$ cat src/sv/srf_pkg.sv
// Package with the constants, types and codes shared by the substring removal filter.
package srf_pkg;

    // Sizing of the pattern, the held window and the configuration port.
    localparam int PATTERN_MAX = 16;
    localparam int BYTE_W      = 8;
    localparam int CNT_W       = $clog2(PATTERN_MAX + 1);
    localparam int IDX_W       = (PATTERN_MAX > 1) ? $clog2(PATTERN_MAX) : 1;
    localparam int LEN_REG_W   = 5;
    localparam int CFG_DATA_W  = 64;
    localparam int CFG_INDEX_W = 2;

    typedef logic [BYTE_W-1:0] t_byte;

    // One input item: a text byte and its end-of-text flag.
    typedef struct packed {
        t_byte text_byte;
        logic  text_end;
    } t_item;

    // One result item.
    typedef struct packed {
        t_byte kept_byte;
        logic  byte_valid;
        logic  run_last;
    } t_result;

    // Pattern as seen by the core: clamped length and the pattern bytes.
    typedef struct packed {
        logic [CNT_W-1:0]             len;
        t_byte [PATTERN_MAX-1:0]      bytes;
    } t_pattern;

    // Configuration register indexes.
    typedef enum logic [CFG_INDEX_W-1:0] {
        CFG_PATTERN_LENGTH     = CFG_INDEX_W'(0),
        CFG_PATTERN_BYTES_LOW  = CFG_INDEX_W'(1),
        CFG_PATTERN_BYTES_HIGH = CFG_INDEX_W'(2)
    } t_cfg_index;

    // Core operating mode.
    typedef enum logic {
        MODE_STREAM,
        MODE_FLUSH
    } t_mode;

endpackage

$ cat src/sv/srf_if.sv
// Channel interfaces for the text input, the result output and the configuration port.
interface srf_in_if;
    logic               valid;
    logic               ready;
    srf_pkg::t_byte     text_byte;
    logic               text_end;

    modport source (output valid, output text_byte, output text_end, input ready);
    modport sink   (input valid, input text_byte, input text_end, output ready);
endinterface

interface srf_out_if;
    logic               valid;
    logic               ready;
    srf_pkg::t_byte     kept_byte;
    logic               byte_valid;
    logic               run_last;

    modport source (output valid, output kept_byte, output byte_valid, output run_last,
                    input ready);
    modport sink   (input valid, input kept_byte, input byte_valid, input run_last,
                    output ready);
endinterface

interface srf_cfg_if;
    logic                                 valid;
    logic                                 ready;
    logic [srf_pkg::CFG_INDEX_W-1:0]      index;
    logic [srf_pkg::CFG_DATA_W-1:0]       data;

    modport source (output valid, output index, output data, input ready);
    modport sink   (input valid, input index, input data, output ready);
endinterface

$ cat src/sv/srf_cfg.sv
// Configuration registers of the substring removal filter and the pattern view they feed.
module srf_cfg (
    input  logic                i_clk,
    input  logic                i_rst_n,
    srf_cfg_if.sink             i_cfg,
    output srf_pkg::t_pattern   o_pattern
);

    logic [srf_pkg::LEN_REG_W-1:0]    r_pat_len;
    logic [srf_pkg::CFG_DATA_W-1:0]   r_pat_lo;
    logic [srf_pkg::CFG_DATA_W-1:0]   r_pat_hi;
    logic [2*srf_pkg::CFG_DATA_W-1:0] pat_all;

    // Writes are always taken.
    assign i_cfg.ready = 1'b1;

    // Register write decoder; an index beyond the list is ignored.
    always_ff @(posedge i_clk) begin
        if (!i_rst_n) begin
            r_pat_len <= '0;
            r_pat_lo  <= '0;
            r_pat_hi  <= '0;
        end else if (i_cfg.valid) begin
            unique case (srf_pkg::t_cfg_index'(i_cfg.index))
                srf_pkg::CFG_PATTERN_LENGTH:     r_pat_len <= i_cfg.data[srf_pkg::LEN_REG_W-1:0];
                srf_pkg::CFG_PATTERN_BYTES_LOW:  r_pat_lo  <= i_cfg.data;
                srf_pkg::CFG_PATTERN_BYTES_HIGH: r_pat_hi  <= i_cfg.data;
                default: ;
            endcase
        end
    end

    // A length above the maximum is used as the maximum.
    assign pat_all = {r_pat_hi, r_pat_lo};

    always_comb begin
        if (r_pat_len > srf_pkg::LEN_REG_W'(srf_pkg::PATTERN_MAX)) begin
            o_pattern.len = srf_pkg::CNT_W'(srf_pkg::PATTERN_MAX);
        end else begin
            o_pattern.len = srf_pkg::CNT_W'(r_pat_len);
        end
        for (int i = 0; i < srf_pkg::PATTERN_MAX; i++) begin
            o_pattern.bytes[i] = pat_all[srf_pkg::BYTE_W*i +: srf_pkg::BYTE_W];
        end
    end

endmodule

$ cat src/sv/srf_core.sv
// Held window, pattern compare and end-of-text flush sequencer of the substring removal filter.
module srf_core (
    input  logic                i_clk,
    input  logic                i_rst_n,
    input  srf_pkg::t_pattern   i_pattern,
    input  logic                i_item_valid,
    input  srf_pkg::t_item      i_item,
    input  logic                i_out_free,
    output logic                o_item_take,
    output logic                o_res_valid,
    output srf_pkg::t_result    o_res
);

    srf_pkg::t_mode                            r_mode, n_mode;
    logic [srf_pkg::CNT_W-1:0]                 r_count, n_count;
    srf_pkg::t_byte [srf_pkg::PATTERN_MAX-1:0] r_window, n_window;

    logic [srf_pkg::CNT_W-1:0]       seq_len;
    logic [srf_pkg::IDX_W-1:0]       tail_idx;
    logic [srf_pkg::IDX_W-1:0]       last_idx;
    logic [srf_pkg::PATTERN_MAX-1:0] lane_ok;
    srf_pkg::t_byte                  lane_byte;
    srf_pkg::t_byte                  seq_head;
    logic                            match;

    // Held bytes plus the new byte form the candidate sequence.
    assign seq_len  = r_count + srf_pkg::CNT_W'(1);
    assign tail_idx = r_count[srf_pkg::IDX_W-1:0];
    assign last_idx = tail_idx - srf_pkg::IDX_W'(1);
    assign seq_head = (r_count == '0) ? i_item.text_byte : r_window[0];

    // One compare per pattern position; positions past the sequence do not count.
    always_comb begin
        lane_byte = '0;
        for (int i = 0; i < srf_pkg::PATTERN_MAX; i++) begin
            lane_byte  = (srf_pkg::CNT_W'(i) < r_count) ? r_window[i] : i_item.text_byte;
            lane_ok[i] = (srf_pkg::CNT_W'(i) >= seq_len) || (lane_byte == i_pattern.bytes[i]);
        end
    end

    assign match = (i_pattern.len != '0) && (seq_len == i_pattern.len) && (&lane_ok);

    // Mode, window and count update, one result at most per cycle.
    always_comb begin
        n_mode      = r_mode;
        n_count     = r_count;
        n_window    = r_window;
        o_item_take = 1'b0;
        o_res_valid = 1'b0;
        o_res       = '0;
        unique case (r_mode)
            srf_pkg::MODE_STREAM: begin
                if (i_item_valid && i_out_free) begin
                    o_item_take = 1'b1;
                    if (match) begin
                        n_count = '0;
                    end else if (seq_len >= i_pattern.len) begin
                        // Emit the oldest byte and slide the new one in behind the rest.
                        o_res_valid      = 1'b1;
                        o_res.kept_byte  = seq_head;
                        o_res.byte_valid = 1'b1;
                        for (int i = 0; i < srf_pkg::PATTERN_MAX - 1; i++) begin
                            n_window[i] = r_window[i+1];
                        end
                        if (r_count != '0) begin
                            n_window[last_idx] = i_item.text_byte;
                        end
                    end else begin
                        n_window[tail_idx] = i_item.text_byte;
                        n_count            = seq_len;
                    end
                    if (i_item.text_end) begin
                        n_mode = srf_pkg::MODE_FLUSH;
                    end
                end
            end
            srf_pkg::MODE_FLUSH: begin
                if (i_out_free) begin
                    o_res_valid = 1'b1;
                    if (r_count != '0) begin
                        // Drain the held bytes oldest first.
                        o_res.kept_byte  = r_window[0];
                        o_res.byte_valid = 1'b1;
                        for (int i = 0; i < srf_pkg::PATTERN_MAX - 1; i++) begin
                            n_window[i] = r_window[i+1];
                        end
                        n_count = r_count - srf_pkg::CNT_W'(1);
                    end else begin
                        // Bare end marker closes the text.
                        o_res.run_last = 1'b1;
                        n_mode         = srf_pkg::MODE_STREAM;
                    end
                end
            end
            default: begin
                n_mode = srf_pkg::MODE_STREAM;
            end
        endcase
    end

    // Control state.
    always_ff @(posedge i_clk) begin
        if (!i_rst_n) begin
            r_mode  <= srf_pkg::MODE_STREAM;
            r_count <= '0;
        end else begin
            r_mode  <= n_mode;
            r_count <= n_count;
        end
    end

    // Held bytes carry no reset.
    always_ff @(posedge i_clk) begin
        r_window <= n_window;
    end

    // The held count stays below the window depth.
    a_count_bound: assert property (@(posedge i_clk) disable iff (!i_rst_n)
        r_count < srf_pkg::CNT_W'(srf_pkg::PATTERN_MAX))
        else $error("held count reached the window depth");

    // The held count grows by at most one byte per cycle.
    a_count_step: assert property (@(posedge i_clk) disable iff (!i_rst_n)
        $past(i_rst_n) |-> (r_count <= $past(r_count) + srf_pkg::CNT_W'(1)))
        else $error("held count grew by more than one");

    // After the end marker the window is empty and streaming resumes.
    a_marker_clears: assert property (@(posedge i_clk) disable iff (!i_rst_n)
        (o_res_valid && o_res.run_last) |=>
            (r_count == '0) && (r_mode == srf_pkg::MODE_STREAM))
        else $error("window not empty after end marker");

    // No item is taken while a flush is in progress.
    a_no_take_in_flush: assert property (@(posedge i_clk) disable iff (!i_rst_n)
        (r_mode == srf_pkg::MODE_FLUSH) |-> !o_item_take)
        else $error("item taken during flush");

endmodule

$ cat src/sv/substring_removal_filter.sv
// Substring removal filter: drops every leftmost, non-overlapping pattern match from a text.
// The filter takes one text byte per cycle while the result register is free and, while text
// streams, delivers results at the same rate; an accepted byte passes the input register and
// the core on its way to the result register. A byte that may still start a match is held back,
// up to one byte less than the pattern length. After the byte that ends a text the core drains
// each held byte and then the end marker, taking no new byte meanwhile, and at most one more
// waits in the input register; the single result register gives one result per cycle when free.
// The pattern is 0 to 16 bytes long (zero passes every byte through); the user must write it
// through the configuration port only while the filter is idle; the block does not enforce it.
module substring_removal_filter (
    input  logic        i_clk,
    input  logic        i_rst_n,
    srf_cfg_if.sink     i_cfg,
    srf_in_if.sink      i_in,
    srf_out_if.source   o_out
);

    srf_pkg::t_pattern pattern;
    srf_pkg::t_item    r_in_item;
    logic              r_in_valid;
    srf_pkg::t_result  r_out;
    logic              r_out_valid;
    srf_pkg::t_result  core_res;
    logic              core_res_valid;
    logic              core_take;
    logic              out_free;

    srf_cfg u_cfg (
        .i_clk     (i_clk),
        .i_rst_n   (i_rst_n),
        .i_cfg     (i_cfg),
        .o_pattern (pattern)
    );

    // Input register: refills in the cycle the core takes its item.
    assign i_in.ready = !r_in_valid || core_take;

    always_ff @(posedge i_clk) begin
        if (!i_rst_n) begin
            r_in_valid <= 1'b0;
        end else if (i_in.ready) begin
            r_in_valid <= i_in.valid;
        end
    end

    always_ff @(posedge i_clk) begin
        if (i_in.valid && i_in.ready) begin
            r_in_item.text_byte <= i_in.text_byte;
            r_in_item.text_end  <= i_in.text_end;
        end
    end

    srf_core u_core (
        .i_clk        (i_clk),
        .i_rst_n      (i_rst_n),
        .i_pattern    (pattern),
        .i_item_valid (r_in_valid),
        .i_item       (r_in_item),
        .i_out_free   (out_free),
        .o_item_take  (core_take),
        .o_res_valid  (core_res_valid),
        .o_res        (core_res)
    );

    // Result register: free when empty or when its transaction completes.
    assign out_free = !r_out_valid || o_out.ready;

    always_ff @(posedge i_clk) begin
        if (!i_rst_n) begin
            r_out_valid <= 1'b0;
        end else if (out_free) begin
            r_out_valid <= core_res_valid;
        end
    end

    always_ff @(posedge i_clk) begin
        if (out_free && core_res_valid) begin
            r_out <= core_res;
        end
    end

    assign o_out.valid      = r_out_valid;
    assign o_out.kept_byte  = r_out.kept_byte;
    assign o_out.byte_valid = r_out.byte_valid;
    assign o_out.run_last   = r_out.run_last;

endmodule
$ cat src/flat_wrapper.sv
// flat-port wrapper written by rule: the top's interface ports become plain ports
module substring_removal_filter_flat 
  (i_clk, i_rst_n, i_cfg_valid, i_cfg_index, i_cfg_data, i_cfg_ready, i_in_valid, i_in_text_byte, i_in_text_end, i_in_ready, o_out_valid, o_out_kept_byte, o_out_byte_valid, o_out_run_last, o_out_ready);
  srf_cfg_if i_cfg_i ();
  srf_in_if i_in_i ();
  srf_out_if o_out_i ();
  input  logic i_clk;
  input  logic i_rst_n;
  input wire logic [$bits(i_cfg_i.valid)-1:0] i_cfg_valid;
  input wire logic [$bits(i_cfg_i.index)-1:0] i_cfg_index;
  input wire logic [$bits(i_cfg_i.data)-1:0] i_cfg_data;
  output wire logic [$bits(i_cfg_i.ready)-1:0] i_cfg_ready;
  input wire logic [$bits(i_in_i.valid)-1:0] i_in_valid;
  input wire logic [$bits(i_in_i.text_byte)-1:0] i_in_text_byte;
  input wire logic [$bits(i_in_i.text_end)-1:0] i_in_text_end;
  output wire logic [$bits(i_in_i.ready)-1:0] i_in_ready;
  output wire logic [$bits(o_out_i.valid)-1:0] o_out_valid;
  output wire logic [$bits(o_out_i.kept_byte)-1:0] o_out_kept_byte;
  output wire logic [$bits(o_out_i.byte_valid)-1:0] o_out_byte_valid;
  output wire logic [$bits(o_out_i.run_last)-1:0] o_out_run_last;
  input wire logic [$bits(o_out_i.ready)-1:0] o_out_ready;
  assign i_cfg_i.valid = i_cfg_valid;
  assign i_cfg_i.index = i_cfg_index;
  assign i_cfg_i.data = i_cfg_data;
  assign i_cfg_ready = i_cfg_i.ready;
  assign i_in_i.valid = i_in_valid;
  assign i_in_i.text_byte = i_in_text_byte;
  assign i_in_i.text_end = i_in_text_end;
  assign i_in_ready = i_in_i.ready;
  assign o_out_valid = o_out_i.valid;
  assign o_out_kept_byte = o_out_i.kept_byte;
  assign o_out_byte_valid = o_out_i.byte_valid;
  assign o_out_run_last = o_out_i.run_last;
  assign o_out_i.ready = o_out_ready;
  substring_removal_filter u_core (.i_clk(i_clk), .i_rst_n(i_rst_n), .i_cfg(i_cfg_i), .i_in(i_in_i), .o_out(o_out_i));
endmodule
$ cat config.mk
export PLATFORM = sky130hd
export DESIGN_NAME = substring_removal_filter_flat
export DESIGN_NICKNAME = d
export VERILOG_FILES = /design/src/sv/srf_pkg.sv /design/src/sv/srf_if.sv /design/src/sv/srf_cfg.sv /design/src/sv/srf_core.sv /design/src/sv/substring_removal_filter.sv /design/src/flat_wrapper.sv
export SDC_FILE = /design/constraint.sdc
export NUM_CORES = 1
export LEC_CHECK = 0
export BUFFER_PORTS_ARGS = -buffer_cell sky130_fd_sc_hd__buf_2
export CAP_MARGIN = 5
export CORE_MARGIN = 2
export CORE_UTILIZATION = 39
export CTS_BUF_LIST = sky130_fd_sc_hd__clkbuf_8 sky130_fd_sc_hd__clkbuf_16
export DETAILED_ROUTE_END_ITERATION = 8
export SLEW_MARGIN = 20
export SYNTH_ARGS = -nofsm -noshare
export SYNTH_HDL_FRONTEND = slang
export SYNTH_SLANG_ARGS = --single-unit
$ cat constraint.sdc
create_clock -name i_clk -period 5.3 [get_ports i_clk]
set_input_delay 0.265 -clock i_clk [delete_from_list [all_inputs] [get_ports i_clk]]
set_output_delay 0.265 -clock i_clk [all_outputs]
set_load 0.005 [all_outputs]
[After elaboration in Yosys (flattened, before gate mapping)]
Index checks and enable logic that the tools add are counted.
Storage, ports and cells
  bits in registers: 288
  bits in latches: 0
  RAM bits: 0
  memory bits (read-only): 0
  input port bits: 80
  output and inout bits: 13
  logic and storage cells: 191
  memories kept: 0
Cells by class
  $add $sub $neg: 3
  multipliers: 0
  divide/modulo/power cells: 0
  order comparisons: 38
  equal/unequal tests: 25
  shift-type cells: 0
  mux-type cells: 56
  bitwise logic cells: 2
  reduce and logical (&&, ||, !) cells: 39
Operators by type and width (number)
  120-bit two-way mux: 4
  128-bit bitwise mux: 2
  128-bit two-way mux: 2
  120-bit case mux with 2 select lines: 1
  8-bit two-way mux: 19
  8-bit == test: 16
  8-bit demux with 4-bit select: 2
  4-bit by 5-bit >= comparator with 1-bit output, first input constant: 8
  4-bit by 5-bit less-than comparator with 1-bit output, first input constant: 8
  9-bit two-way mux: 4
  5-bit two-way mux: 6
  3-bit by 5-bit >= comparator with 1-bit output, first input constant: 4
  3-bit by 5-bit less-than comparator with 1-bit output, first input constant: 4
  1-bit logical OR: 18
  9-bit case mux with 2 select lines: 1
  16-bit AND reduction: 1
  4-bit AND reduction: 3
  1-bit two-way mux: 11
  1-bit by 5-bit >= comparator with 1-bit output, first input constant: 2
  2-bit by 5-bit >= comparator with 1-bit output, first input constant: 2
  1-bit by 5-bit less-than comparator with 1-bit output, first input constant: 2
  2-bit by 5-bit less-than comparator with 1-bit output, first input constant: 2
  4-bit by 5-bit less-than comparator with 1-bit output, second input constant: 2
  10-bit two-way mux: 1
  21 further kinds: 38

[Depth between registers and ports, before layout]
Gate-level depths: netlist of run 1.
  depth after elaboration: 11
  mapped depth: 17
  mapped depth without buffers: 14

[By module]
From an unflattened synthesis of run 1, not the netlist that was laid out.
Second synthesis, totals
  cells, all modules: 1571
  area total of the unflattened synthesis: 16070.4 µm²
Modules (own cells, without submodules)
  srf_core: instances 1, cells each 1032, area each 10259.8 µm², sequential area each 3963.8 µm²
  srf_cfg: instances 1, cells each 510, area each 5124.9 µm², sequential area each 2662.6 µm²
  substring_removal_filter: instances 1, cells each 29, area each 685.7 µm², sequential area each 610.6 µm²

[Worst setup path before layout of run 1]
No wires, ideal clock.
  kind: register to register
  start point: register u_core.u_core.r_count[0] (netlist bit)
  end point: register u_core.u_core.r_window[120] (netlist bit) (enable)
  data arrival time: 3.590 ns
  required time: 4.968 ns
  setup slack: 1.378 ns
  stages on the path, launching flop included: 14
  buffers on the path: 4
  period minus slack after synthesis: 3.922 ns
  cells stage by stage: dfxtp_1 -> buf_2 -> buf_1 -> inv_1 -> ha_1 -> ha_1 -> a21o_1 -> a21o_1 -> a221oi_1 -> clkbuf_1 -> buf_1 -> nand3_1 -> o31ai_1 -> and2_1
Between the ends
  word-level cells in the longest chain between the ends: 8
Ends and longest elaborated chain
  from (decl): line srf_core.sv:15  | logic [srf_pkg::CNT_W-1:0] r_count, n_count;
  from (signal assigned): line srf_core.sv:108  | r_count <= n_count;
  branches (longest 7 deep; another with 5-bit by 1-bit adder with 5-bit output)
  4-bit AND reduction (no line) (*)
  to (signal assigned): line srf_core.sv:114  | r_window <= n_window;
  to (decl): line srf_core.sv:16  | srf_pkg::t_byte [srf_pkg::PATTERN_MAX-1:0] r_window, n_window;
Mark *: on every way between the ends.
A chain may end at the register's enable or synchronous reset.

[Worst setup path after layout of run 1]
  start point: register u_core.u_core.r_count[4] (netlist bit)
  end point: register u_core.u_core.r_window[19] (netlist bit) (enable)
Between the ends
  word-level cells in the longest chain between the ends: 8
Ends and longest elaborated chain
  branches (longest 7 deep; another with 5-bit by 1-bit adder with 5-bit output)
  4-bit AND reduction (no line) (*)
Marked as above.

==> results summary, run 1 <==
The run finished with clean final reports. The number of H-tree levels came out at 2. The instance count after placement with tap cells included is 2235. The overflow left after global routing came out at 0. The number of gates resized after CTS is 0.

The sequential share of the synthesized area came out at 0.465. Dividing the detail-routed via count by the number of cells gives 5.93. The number of buffers inserted during clock tree synthesis came out at 34. Yosys printed 0 warnings. The initial antenna violation count was 0.

The post-detailed-route DRC marker count came out at 0. The count of final max-slew check failures came out at 0. The final worst-path cycle share came out at 0.879. The area of the core is 0.0395 mm^2. The leakage power summed over all cells is 6.89 nW. Post-CTS timing repair inserted 0 buffers for setup. Dividing the detail-routed wire length by the instance count gives 23.0 um.

The maximum number of pins on one net before global-route repair came out at 78. The placer congestion estimate came out at 0.949. The number of global-route vias before repair came out at 13400. STA puts the critical path data required time at 5490 ps.

The xor/xnor cell area share of the yosys netlist came out at 0.0484. The initial standard-cell utilization of the core came out at 0.394. The final layout contains 1911 nets. The number of nets handed over by synthesis was 1781.

The worst-skew pair later-pin latency is 550 ps. The type of the setup path with the least slack is flop to flop. The global-route wire length before repair is 81400 um. The initial detailed-routing violation count came out at 1675. At the worst endpoint, the arrival time is 4850 ps.

The area share of fa/ha/maj cells after synthesis is 0.00884. In this run the most critical hold path is launched from o_out_ready. The upper clock frequency limit came out at 215 MHz. After synthesis the netlist holds a flip-flop and latch count of 288. The path class of the tightest hold or removal check is input pin to flop. The number of inserted filler cells in the final layout came out at 3741. The worst setup path is launched from a flop. Among all flip-flop cells after synthesis, the most frequent one is edfxtp_1.

The maximum clock skew at final layout came out at 32.3 ps. The simple-gate share of the synthesized area is 0.151. Dividing total power by cell area gives a power density of 503 mW/mm^2. The most repeated cell in the gate-level netlist after synthesis is nand2_1. The capturing element type of the critical path is a flop. The die covers 0.0415 mm^2. The clock-pin slew of the registers on the worst-case setup and hold paths came out at 60 ps. The launching instance or port of the critical path is u_core.u_core.r_count[4]. Setup repair after global routing left no endpoint under its margin. The layout overhead on the synthesized area is 18.0%. Once routing completed, OpenROAD measured the worst setup slack at 640 ps. The highest ir drop seen on vdd came out at 0.229 mV.

The floorplan step set the die height to 204 um. After synthesis, the share of cell area in mux cells is 0.0492. The main combinational cell family by area after synthesis is compound AO/OA/AOI/OAI gates. Each instance of the synthesized netlist takes up on average 9.21 um^2.

The placed instance area is 0.0165 mm^2. The largest buffer count on any clock path came out at 3. By area the synthesized netlist is led by edfxtp_1 28%, dfxtp_1 18%, nand2_1 7.6%, a22o_1 6.9%, a21oi_1 6.0%. The biggest area contributor in the post-synthesis netlist is edfxtp_1. The count of non-filler cells in the finished layout came out at 2370. The HPWL after detailed placement is 38300 um.

The number of instances in the synthesized netlist is 1690. The final hold violation count was 0. The top cell type's share of synthesized area is 0.284. The wire length reported by the detailed router came out at 54500 um. The count of nets left with antenna violations once routing finished came out at 0. The number of cell rows came out at 73. CTS saw 288 sinks. The cell sitting at the root of the clock tree is a clkbuf_16. For the final routed database, the setup TNS stands at 0 ps. The number of hold buffers added after CTS is 74. The count of pins on the block boundary is 93. The post-synthesis cell type count came out at 79. The commonest cells after synthesis are 316 x nand2_1, 186 x a21oi_1, 147 x edfxtp_1, 141 x dfxtp_1, 122 x a22o_1. The fraction of final layout cells sized beyond drive strength 1 came out at 0.115. The relative slew slack is 0.358.

The count of inserted antenna diode cells came out at 0. The count of endpoints failing setup in the final report came out at 0. The number of synthesized flops with an enable pin is 147.

Input and output buffers added on the ports amount to 91. The routed design could run at a clock period as short as 4660 ps. The pre-antenna-repair detailed-routing pass consisted of 7 iterations.

For this run, the total global-route usage over all layers was measured as 0.258. The transition at the pin with the smallest max-transition slack came out at 963 ps. After routing the design area is 0.0184 mm^2. The post-synthesis compound-gate area fraction came out at 0.229. The cell area after technology mapping is 0.0156 mm^2. The worst register-to-register path begins at u_core.u_core.r_count[4]. For this run, asynchronously set or reset flops after synthesis account for 0. The width of the die is 204 um. The via count is 14000.

At the placement stage, the worst setup path has a slack of 783 ps. The tool flagged a number of max-cap violations equal to 0. The maximum fanout count along the critical path is 16. TritonCTS built the clock tree.
[path summary, 6_finish.rpt]
path / endpoint / slack, ps / depth (start not counted)
worst min register to register: u_core.u_cfg.r_pat_hi[37] / 460 / 2
worst min-delay path: u_core.u_core.r_mode / 140 / 4
worst max register to register: u_core.u_core.r_window[19] / 640 / 12
worst max-delay path: u_core.u_core.r_window[19] / 640 / 12
[worst max-delay path, stage by stage, from the launching register on]
cell      delay (ps)
dfxtp_1          730
or2_1            610
buf_4            290
a21oi_1           80
a21oi_1          140
o22ai_1           80
or4_1            600
a211oi_1         240
nand4_1          130
and4bb_1         320
nor2_2            70
a31oi_4          640
a21oi_1          350
[kinds of logic (layout without fill, tap and decap cells)]
family | count (synthesis) | count (layout)
DFF | 288 | 288
other | 1 | 1
adders and majority gates | 11 | 11
AOI/OAI and AO/OA | 519 | 519
muxes | 76 | 76
buffers and inverters | 181 | 336
xor gates and xnor gates | 86 | 86
and+or+nand+nor | 528 | 528
[where the power goes]
group          switching (W)  leakage [nW]  internal, W
clock network       0.000944         0.573      0.00133
logic                0.00202          3.79      0.00135
registers           0.000447          2.53      0.00315
[state kept, by name, summed over array words and instances, names as in the netlist]
register	count
u_core.u_core.r_window	128
u_core.o_out.kept_byte	8
u_core.u_cfg.r_pat_lo	64
u_core.u_cfg.r_pat_hi	64
u_core.r_in_item	9
u_core.u_cfg.r_pat_len	5
u_core.r_in_valid	1
u_core.u_core.r_count	5
u_core.o_out.valid	1
u_core.u_core.r_mode	1
u_core.o_out.byte_valid	1
u_core.o_out.run_last	1
[area by class of cell]
| cell class | count | area [um^2] | area share |
|---|---|---|---|
| multi-input cells | 1221 | 7600 | 0.414 |
| repair buffers | 210 | 1530 | 0.0835 |
| clock buffers | 42 | 995 | 0.0542 |
| inverters | 65 | 246 | 0.0134 |
| clock inverters | 19 | 91.3 | 0.00497 |
| well taps | 525 | 657 | 0.0358 |
| flip-flops and latches | 288 | 7240 | 0.394 |
[layout by cell type, fill, tap and decap left out, drive strengths merged, types with 44 or more instances in the layout]
cell type	netlist	layout
nand2	316	316
a21oi	190	190
edfxtp	147	147
dfxtp	141	141
buf	38	136
a22o	122	122
dlygate4sd3	0	74
inv	62	74
mux2i	72	72
nor2	69	69
o21ai	45	45
xnor2	44	44
o22ai	44	44
[through the flow]
| stage | power (W) | hold slack [ps] | util |
|---|---|---|---|
| 3_3_place_gp | 0.00682 | 445 | 0.418 |
| 2_1_floorplan | 0.00578 | 364 | - |
| 3_5_place_dp | 0.00684 | 448 | 0.418 |
| 5_1_grt | 0.00962 | 199 | 0.464 |
| 4_1_cts | 0.00918 | 132 | 0.464 |
| 6_report | 0.00924 | 141 | 0.464 |
[routing by layer]
layer  vias to the layer above  share of wire  global-route usage
met5                         -              0                   0
met4                         0          0.030              0.0936
met3                       114          0.083              0.0467
met2                       664           0.46               0.414
met1                      6857           0.43               0.348
li1                       6412              -                   -
Note: power is estimated with default switching activity, not from simulation.
==> run 2: changes to the inputs <==
BUFFER_PORTS_ARGS = default   (was -buffer_cell sky130_fd_sc_hd__buf_2)
DONT_BUFFER_PORTS = 1   (was default)
GPL_TIMING_DRIVEN = 0   (was default)
==> run 2 against run 1 <==
Against the previous run:
- register-to-register slack got worse by 640 ps
- sequential power about the same
- utilization decreased by 0.10 points
- die area unchanged
- critical path depth increased by 1
- the flow now finishes with violations (negative setup slack)
- global-route usage increased by 3.7 points
- fmax decreased by 12%
- clock power increased by 11%
- via count increased by 2.0%
- first-iteration DRC count decreased by 4.8%
- worst setup slack got worse by 640 ps
- sequential share of layout area increased by 0.086 points
==> results summary, run 2 (same netlist as run 1, synthesis figures left out) <==
The fraction of final layout cells sized beyond drive strength 1 came out at 0.0717 (was 0.115). The number of I/O port buffers is 0 (was 91). The final worst-path cycle share came out at 1.00 (was 0.879).

The number of iterations in the first detailed-routing pass is 8 (was 7). The count of pins on the block boundary is 93 (unchanged). The clock-pin slew of the registers on the worst-case setup and hold paths came out at 60 ps (about the same).

The area of the core was 0.0395 mm^2 (unchanged). The maximum clock skew at final layout is 8.68 ps (was 32.3 ps). The ratio of routed vias to standard cells is 6.09 (was 5.93). The final critical delay including setup and external delays came out at 5300 ps (was 4660 ps). The largest buffer count on any clock path is 3 (unchanged). Unrepaired setup endpoints after global routing: yes (was no). The maximum number of pins on one net before global-route repair is 14 (was 78). The overflow left after global routing is 0 (unchanged). The critical path data arrival time was 5540 ps (was 4850 ps). The initial antenna violation count came out at 0 (unchanged).

The via count came out at 14300 (was 14000). The number of cell rows is 73 (unchanged). The placer congestion estimate is 1.03 (was 0.949).

The type of the setup path with the least slack is flop to flop (unchanged). The global-route wire length before repair is 89600 um (was 81400 um). The transition at the pin with the smallest max-transition slack is 1240 ps (was 963 ps). The instance count after placement with tap cells included is 2216 (was 2235).

The clock net sink count was 288 (unchanged). The number of flip-flops under the largest register name is 128 (unchanged). The master of the slowest instance on the critical path is clkbuf_1 (was dfxtp_1). The number of maximum-capacitance violations was 0 (unchanged). The final reports fail on negative setup slack. The upper clock frequency limit is 189 MHz (was 215 MHz). The width of the die is 204 um (unchanged). Highest-count cells in the layout ignoring fill and taps: 316 x nand2_1, 172 x a21oi_1, 147 x edfxtp_1, 141 x dfxtp_1, 122 x a22o_1 (was 316 x nand2_1, 186 x a21oi_1, 147 x edfxtp_1, 141 x dfxtp_1, 122 x a22o_1).

The initial detailed-routing violation count came out at 1594 (was 1675). The count of inserted antenna diode cells came out at 0 (unchanged). The layout overhead on the synthesized area is 17.7% (was 18.0%). The HPWL after detailed placement is 45000 um (was 38300 um). The register bank with the most flops is u_core.u_core.r_window (unchanged). The count of non-filler cells in the finished layout came out at 2352 (was 2370).

The number of post-CTS setup repair buffers came out at 0 (unchanged). The count of endpoints failing setup in the final report came out at 4 (was 0). The number of antenna-violating nets in the routed design was 0 (unchanged).

The number of inserted filler cells in the final layout is 3843 (was 3741). The power density normalized to cell area came to 527 mW/mm^2 (was 503 mW/mm^2). The initial standard-cell utilization of the core came to 0.394 (unchanged). The vertical die dimension is 204 um (unchanged). The relative slew slack was 0.172 (was 0.358). The most common library cell in the layout ignoring fill and taps was nand2_1 (unchanged). The maximum fanout count along the critical path is 10 (was 16).

The number of global-route vias before repair is 13800 (was 13400). The worst-skew pair later-pin latency was 550 ps (about the same). The TritonCTS clock tree was yes (unchanged). The capturing element type of the critical path is a flop (unchanged). The total power is 0.00966 W (was 0.00924 W). The wire length reported by the detailed router came to 61800 um (was 54500 um). The worst hold slack across all endpoints is 42.4 ps (was 141 ps).

The largest stage delay on the critical path is 970 ps (was 730 ps). The minimum setup slack in the final design came out at -0.243 ps (was 640 ps). The leakage power summed over all cells came out at 6.63 nW (was 6.89 nW). Biggest registers after layout: u_core.u_core.r_window (128), u_core.u_cfg.r_pat_hi (64), u_core.u_cfg.r_pat_lo (64) (unchanged). The average wire per cell in the routed design came out at 26.3 um (was 23.0 um). The count of final max-slew check failures came out at 0 (unchanged). The area of the die is 0.0415 mm^2 (unchanged). The post-detailed-route DRC marker count is 0 (unchanged). The classification of the worst-slack hold path is input pin to flop (unchanged). The number of H-tree levels came out at 2 (unchanged). The final net count came out at 1892 (was 1911). The master cell of the clock root buffer is clkbuf_16 (unchanged). Outcome: complete, but fails checks (was completed).

The summed negative setup slack over all endpoints is -0.731 ps (was 0 ps). The number of buffers inserted during clock tree synthesis came to 35 (was 34). The critical path startpoint category is a flop (unchanged).

The highest ir drop seen on vdd is 0.231 mV (was 0.229 mV). The final hold violation count came out at 0 (unchanged). The overall global routing resource usage was 0.295 (was 0.258). Ordered cell list for the critical path: clkbuf_1, clkbuf_1, mux2i_1, xor2_1, nand4_1, a21oi_1, nand4_1, and4bb_1, buf_4, nor2_2, a31oi_4, buf_6, a21oi_2 (was or2_1, buf_4, a21oi_1, a21oi_1, o22ai_1, or4_1, a211oi_1, nand4_1, and4bb_1, nor2_2, a31oi_4, a21oi_1). The critical path data required time came out at 5540 ps (was 5490 ps).
## run 2: changes by cell type in the layout (fill, tap and decap cells not counted), sizes merged
| cell | previous run | this run |
|---|---|---|
| buf | 136 | 39 |
| bufinv | 0 | 2 |
| clkbuf | 42 | 126 |
| clkinv | 10 | 9 |
| inv | 74 | 68 |
## run 2: per-layer routing
layer	track usage	routed length [um]	vias up
li1	-	-	6390
met1	0.387	25600	6946
met2	0.459	27200	811
met3	0.0622	5680	180
met4	0.155	3240	0
met5	0	0	-
## run 2: path summary, 6_finish.rpt
kind                              from                          to  slack (ps)  depth (start not counted)
max                u_core.r_in_item[5]  u_core.u_core.r_window[93]        -0.2                         13
min                        o_out_ready        u_core.u_core.r_mode          40                          3
max reg2reg        u_core.r_in_item[5]  u_core.u_core.r_window[93]        -0.2                         13
min reg2reg  u_core.u_cfg.r_pat_hi[37]   u_core.u_cfg.r_pat_hi[37]         460                          2
## run 2: timing repair
| item | CTS | global route |
|---|---|---|
| hold buffers | 74 | 0 |
| gates resized for setup | 10 | 17 |
| endpoints found under the hold margin | 143 | 0 |
| pin swaps | 0 | 0 |
| cloned | 0 | 0 |
| endpoints found under the setup margin | 192 | 128 |
## run 2: through the flow
step,worst slack [ps],util,area [um^2]
floorplan,1380,-,15600
global placement,-407,0.410,16200
detailed placement,-506,0.411,16200
CTS,4.44,0.462,18300
global route,-19.3,0.463,18300
finish,-0.243,0.463,18300
## run 2: power by group
part | switching [W] | leakage [nW] | internal [W]
Clock | 0.000955 | 0.637 | 0.00157
Combinational | 0.00220 | 3.47 | 0.00133
Sequential | 0.000448 | 2.53 | 0.00315
Total | 0.00361 | 6.63 | 0.00605
## run 2: critical path: cells and delay by family (launching register included)
| family | cells | cell delay, ps |
|---|---|---|
| buf+inv | 4 | 2350 |
| flops | 1 | 590 |
| xor+xnor | 1 | 200 |
| compound gates | 3 | 780 |
| simple gates | 4 | 830 |
| mux | 1 | 220 |
## run 2: area by class of cell
type,count,area [um^2],area share
plain buffers,115,510,0.0279
clock buffers,49,1120,0.0614
flip-flops and latches,288,7240,0.395
repair buffers,75,752,0.0410
clock inverters,14,110,0.00601
inverters,65,244,0.0133
multi-input cells,1221,7690,0.420
well taps,525,657,0.0358
==> run 3: changes to the inputs <==
PLACE_DENSITY = 0.59   (was default)
SLEW_MARGIN = 30   (was 20)
==> run 3 against run 2 <==
Against the previous run:
- the flow now finishes without violations
- register-to-register slack improved by 30 ps
- sequential power is essentially flat
- via count shrank 0.36%
- global-route usage grew 0.12 points
- critical path type unchanged
==> results summary, run 3 (same netlist as run 1, synthesis figures left out) <==
Outcome: completed (was complete, but fails checks). The classification of the worst-slack hold path is input pin to flop (unchanged). The total number of cells along the worst setup path came out at 14 (was 13). The count of final max-slew check failures is 0 (unchanged). The ratio of routed vias to standard cells was 6.07 (was 6.09). The fraction of final layout cells sized beyond drive strength 1 came out at 0.0663 (was 0.0717). The worst reg2reg path depth came out at 14 (was 13).

The placed instance area came out at 0.0162 mm^2 (about the same). The overflow left after global routing came out at 0 (unchanged). The initial detailed-routing violation count is 1804 (was 1594). The area taken by flip-flops and latches came out at 0.00724 mm^2 (unchanged). The kind of cell with the highest combined delay on the critical path was compound AO/OA/AOI/OAI gates (was buffers and inverters).

The maximum number of pins on one net before global-route repair is 15 (was 14). The clock net sink count is 288 (unchanged). The transition at the pin with the smallest max-transition slack came out at 1090 ps (was 1240 ps). The endpoint of the most critical setup path is u_core.u_core.r_window[74] (was u_core.u_core.r_window[93]). The number of iterations in the first detailed-routing pass came to 6 (was 8). The count of inserted antenna diode cells came out at 0 (unchanged). Unrepaired setup endpoints after global routing: yes (unchanged).

The multi-input gate area in the final layout is 0.00763 mm^2 (was 0.00769 mm^2). The total power came to 0.00933 W (was 0.00966 W). The count of endpoints failing setup in the final report is 0 (was 4). The wire length reported by the detailed router is 62200 um (was 61800 um). The power density normalized to cell area is 516 mW/mm^2 (was 527 mW/mm^2).

Ordered cell list for the critical path: buf_2, buf_1, nand3_1, mux2i_1, o21ai_1, nor2_1, a21oi_1, a2111o_1, and4bb_1, buf_4, nor2_2, a31oi_4, buf_6, a21oi_1 (was clkbuf_1, clkbuf_1, mux2i_1, xor2_1, nand4_1, a21oi_1, nand4_1, and4bb_1, buf_4, nor2_2, a31oi_4, buf_6, a21oi_2). The area of the die is 0.0415 mm^2 (unchanged). The number of I/O port buffers came to 0 (unchanged). The width of the die is 204 um (unchanged). The critical path startpoint category is a flop (unchanged).

The worst-skew pair later-pin latency came to 560 ps (was 550 ps). The most common cell type on the critical path is a21oi_1. The count of pins on the block boundary was 93 (unchanged). The final critical delay including setup and external delays came to 5270 ps (was 5300 ps). The number of flip-flops under the largest register name is 128 (unchanged). The placer congestion estimate came out at 0.986 (was 1.03). The layout overhead on the synthesized area is 16.3% (was 17.7%). The endpoint of the worst register-to-register path is u_core.u_core.r_window[74] (was u_core.u_core.r_window[93]). The critical path data arrival time came to 5450 ps (was 5540 ps). The HPWL after detailed placement is 45200 um (was 45000 um). The final worst-path cycle share came out at 0.995 (was 1.00). The overall global routing resource usage came to 0.296 (was 0.295).

The average wire per cell in the routed design came out at 26.5 um (was 26.3 um). The master of the slowest instance on the critical path is a21oi_1 (was clkbuf_1). The register-to-register setup slack was 30 ps (was -0.2 ps). The post-detailed-route DRC marker count came out at 0 (unchanged). The number of H-tree levels is 2 (unchanged). The type of the setup path with the least slack is flop to flop (unchanged). The maximum fanout count along the critical path was 10 (unchanged).

The post-route cell area is 0.0181 mm^2 (was 0.0183 mm^2). The number of antenna-violating nets in the routed design came out at 0 (unchanged). The final net count is 1891 (was 1892). The largest stage delay on the critical path came out at 620 ps (was 970 ps). Biggest registers after layout: u_core.u_core.r_window (128), u_core.u_cfg.r_pat_hi (64), u_core.u_cfg.r_pat_lo (64) (unchanged). The register bank with the most flops is u_core.u_core.r_window (unchanged). The clock-pin slew of the registers on the worst-case setup and hold paths came out at 60 ps (about the same). The highest ir drop seen on vdd was 0.267 mV (was 0.231 mV). The launching point of the worst reg2reg path is u_core.u_core.r_count[0] (was u_core.r_in_item[5]). The maximum clock skew at final layout was 21.1 ps (was 8.68 ps). The master cell of the clock root buffer is clkbuf_16 (unchanged). The number of post-CTS setup repair buffers came out at 0 (unchanged). The capturing element type of the critical path was a flop (unchanged). The number of global-route vias before repair came out at 13500 (was 13800). Highest-count cells in the layout ignoring fill and taps: 316 x nand2_1, 181 x a21oi_1, 147 x edfxtp_1, 141 x dfxtp_1, 122 x a22o_1 (was 316 x nand2_1, 172 x a21oi_1, 147 x edfxtp_1, 141 x dfxtp_1, 122 x a22o_1).

The largest buffer count on any clock path came out at 3 (unchanged). The initial antenna violation count came out at 1 (was 0). The relative slew slack came out at 0.273 (was 0.172).

The upper clock frequency limit was 190 MHz (was 189 MHz). The critical path data required time is 5480 ps (was 5540 ps). The TritonCTS clock tree is yes (unchanged).

The number of inserted filler cells in the final layout was 3841 (was 3843). The number of buffers inserted during clock tree synthesis is 34 (was 35). The global-route wire length before repair is 90200 um (was 89600 um).

The most common library cell in the layout ignoring fill and taps is nand2_1 (unchanged). The area of the core came out at 0.0395 mm^2 (unchanged). The number of maximum-capacitance violations came out at 0 (unchanged). The final hold violation count is 0 (unchanged).

The leakage power summed over all cells came out at 6.57 nW (was 6.63 nW). The via count came out at 14300 (about the same). The number of cell rows is 73 (unchanged). The vertical die dimension is 204 um (unchanged). The initial standard-cell utilization of the core is 0.394 (unchanged). The launching instance or port of the critical path is u_core.u_core.r_count[0] (was u_core.r_in_item[5]).

The buffer and inverter count on the worst path was 4 (unchanged).
run 3: cell count changes in the layout (fill, tap and decap cells not counted), sizes merged:
cell / before / now
inv: 68 / 75
clkinv: 9 / 12
buf: 39 / 38
bufinv: 2 / 0
clkbuf: 126 / 117
run 3: worst min-delay path by stage:
| stage | startpoint | depth (start not counted) | end | slack [ps] |
|---|---|---|---|---|
| finish | i_cfg_index[0] | 3 | u_core.u_cfg.r_pat_len[4] | 20 |
| global route | o_out_ready | 3 | u_core.u_core.r_mode | 40 |
| CTS | o_out_ready | 3 | u_core.u_core.r_mode | 6 |
| detailed placement | i_in_text_byte[0] | 0 | u_core.r_in_item[1] | 360 |
| global placement | i_in_text_byte[0] | 0 | u_core.r_in_item[1] | 360 |
| floorplan | i_in_text_end | 0 | u_core.r_in_item[0] | 360 |
run 3: cell type report:
cell class | instances | area share
Buffer | 116 | 0.0289
Multi-Input combinational cell | 1221 | 0.421
Sequential cell | 288 | 0.400
Tap cell | 525 | 0.0363
Timing Repair Buffer | 74 | 0.0409
Clock buffer | 39 | 0.0527
Inverter | 65 | 0.0135
Clock inverter | 22 | 0.00643
run 3: tightest hold or removal path: stages:
cell     delay, ps
nor3b_2         70
a21oi_1        150
nor2_1          40
run 3: routing by layer:
metal	wire, um	vias to the layer above	global-route usage
met4	2710	0	0.126
met1	26200	6990	0.401
li1	-	6368	-
met2	27900	763	0.467
met3	5410	155	0.0515
met5	0	-	0
run 3: through the flow:
step,setup TNS (ps),instances,worst slack (ps),util,hold WS (ps)
3_3_place_gp,-46450,2215,-479,0.410,364
3_5_place_dp,-22370,2215,-310,0.411,364
6_report,0,2350,25.4,0.458,22.7
5_1_grt,-5620,2350,-131,0.458,41.8
4_1_cts,0,2350,93.0,0.457,5.80
2_1_floorplan,0,1690,1380,-,364
run 3: timing repair:
action / CTS / global route
endpoints found under the setup margin: 165 / 96
resized for setup: 5 / 7
hold buffers: 74 / 0
pin swaps: 0 / 0
endpoints found under the hold margin: 143 / 0
run 3: where the power goes:
group          internal [W]  switching [W]  leakage [nW]
combinational       0.00131        0.00216          3.47
clock               0.00129       0.000975         0.574
sequential          0.00315       0.000445          2.53
total               0.00575        0.00358          6.57
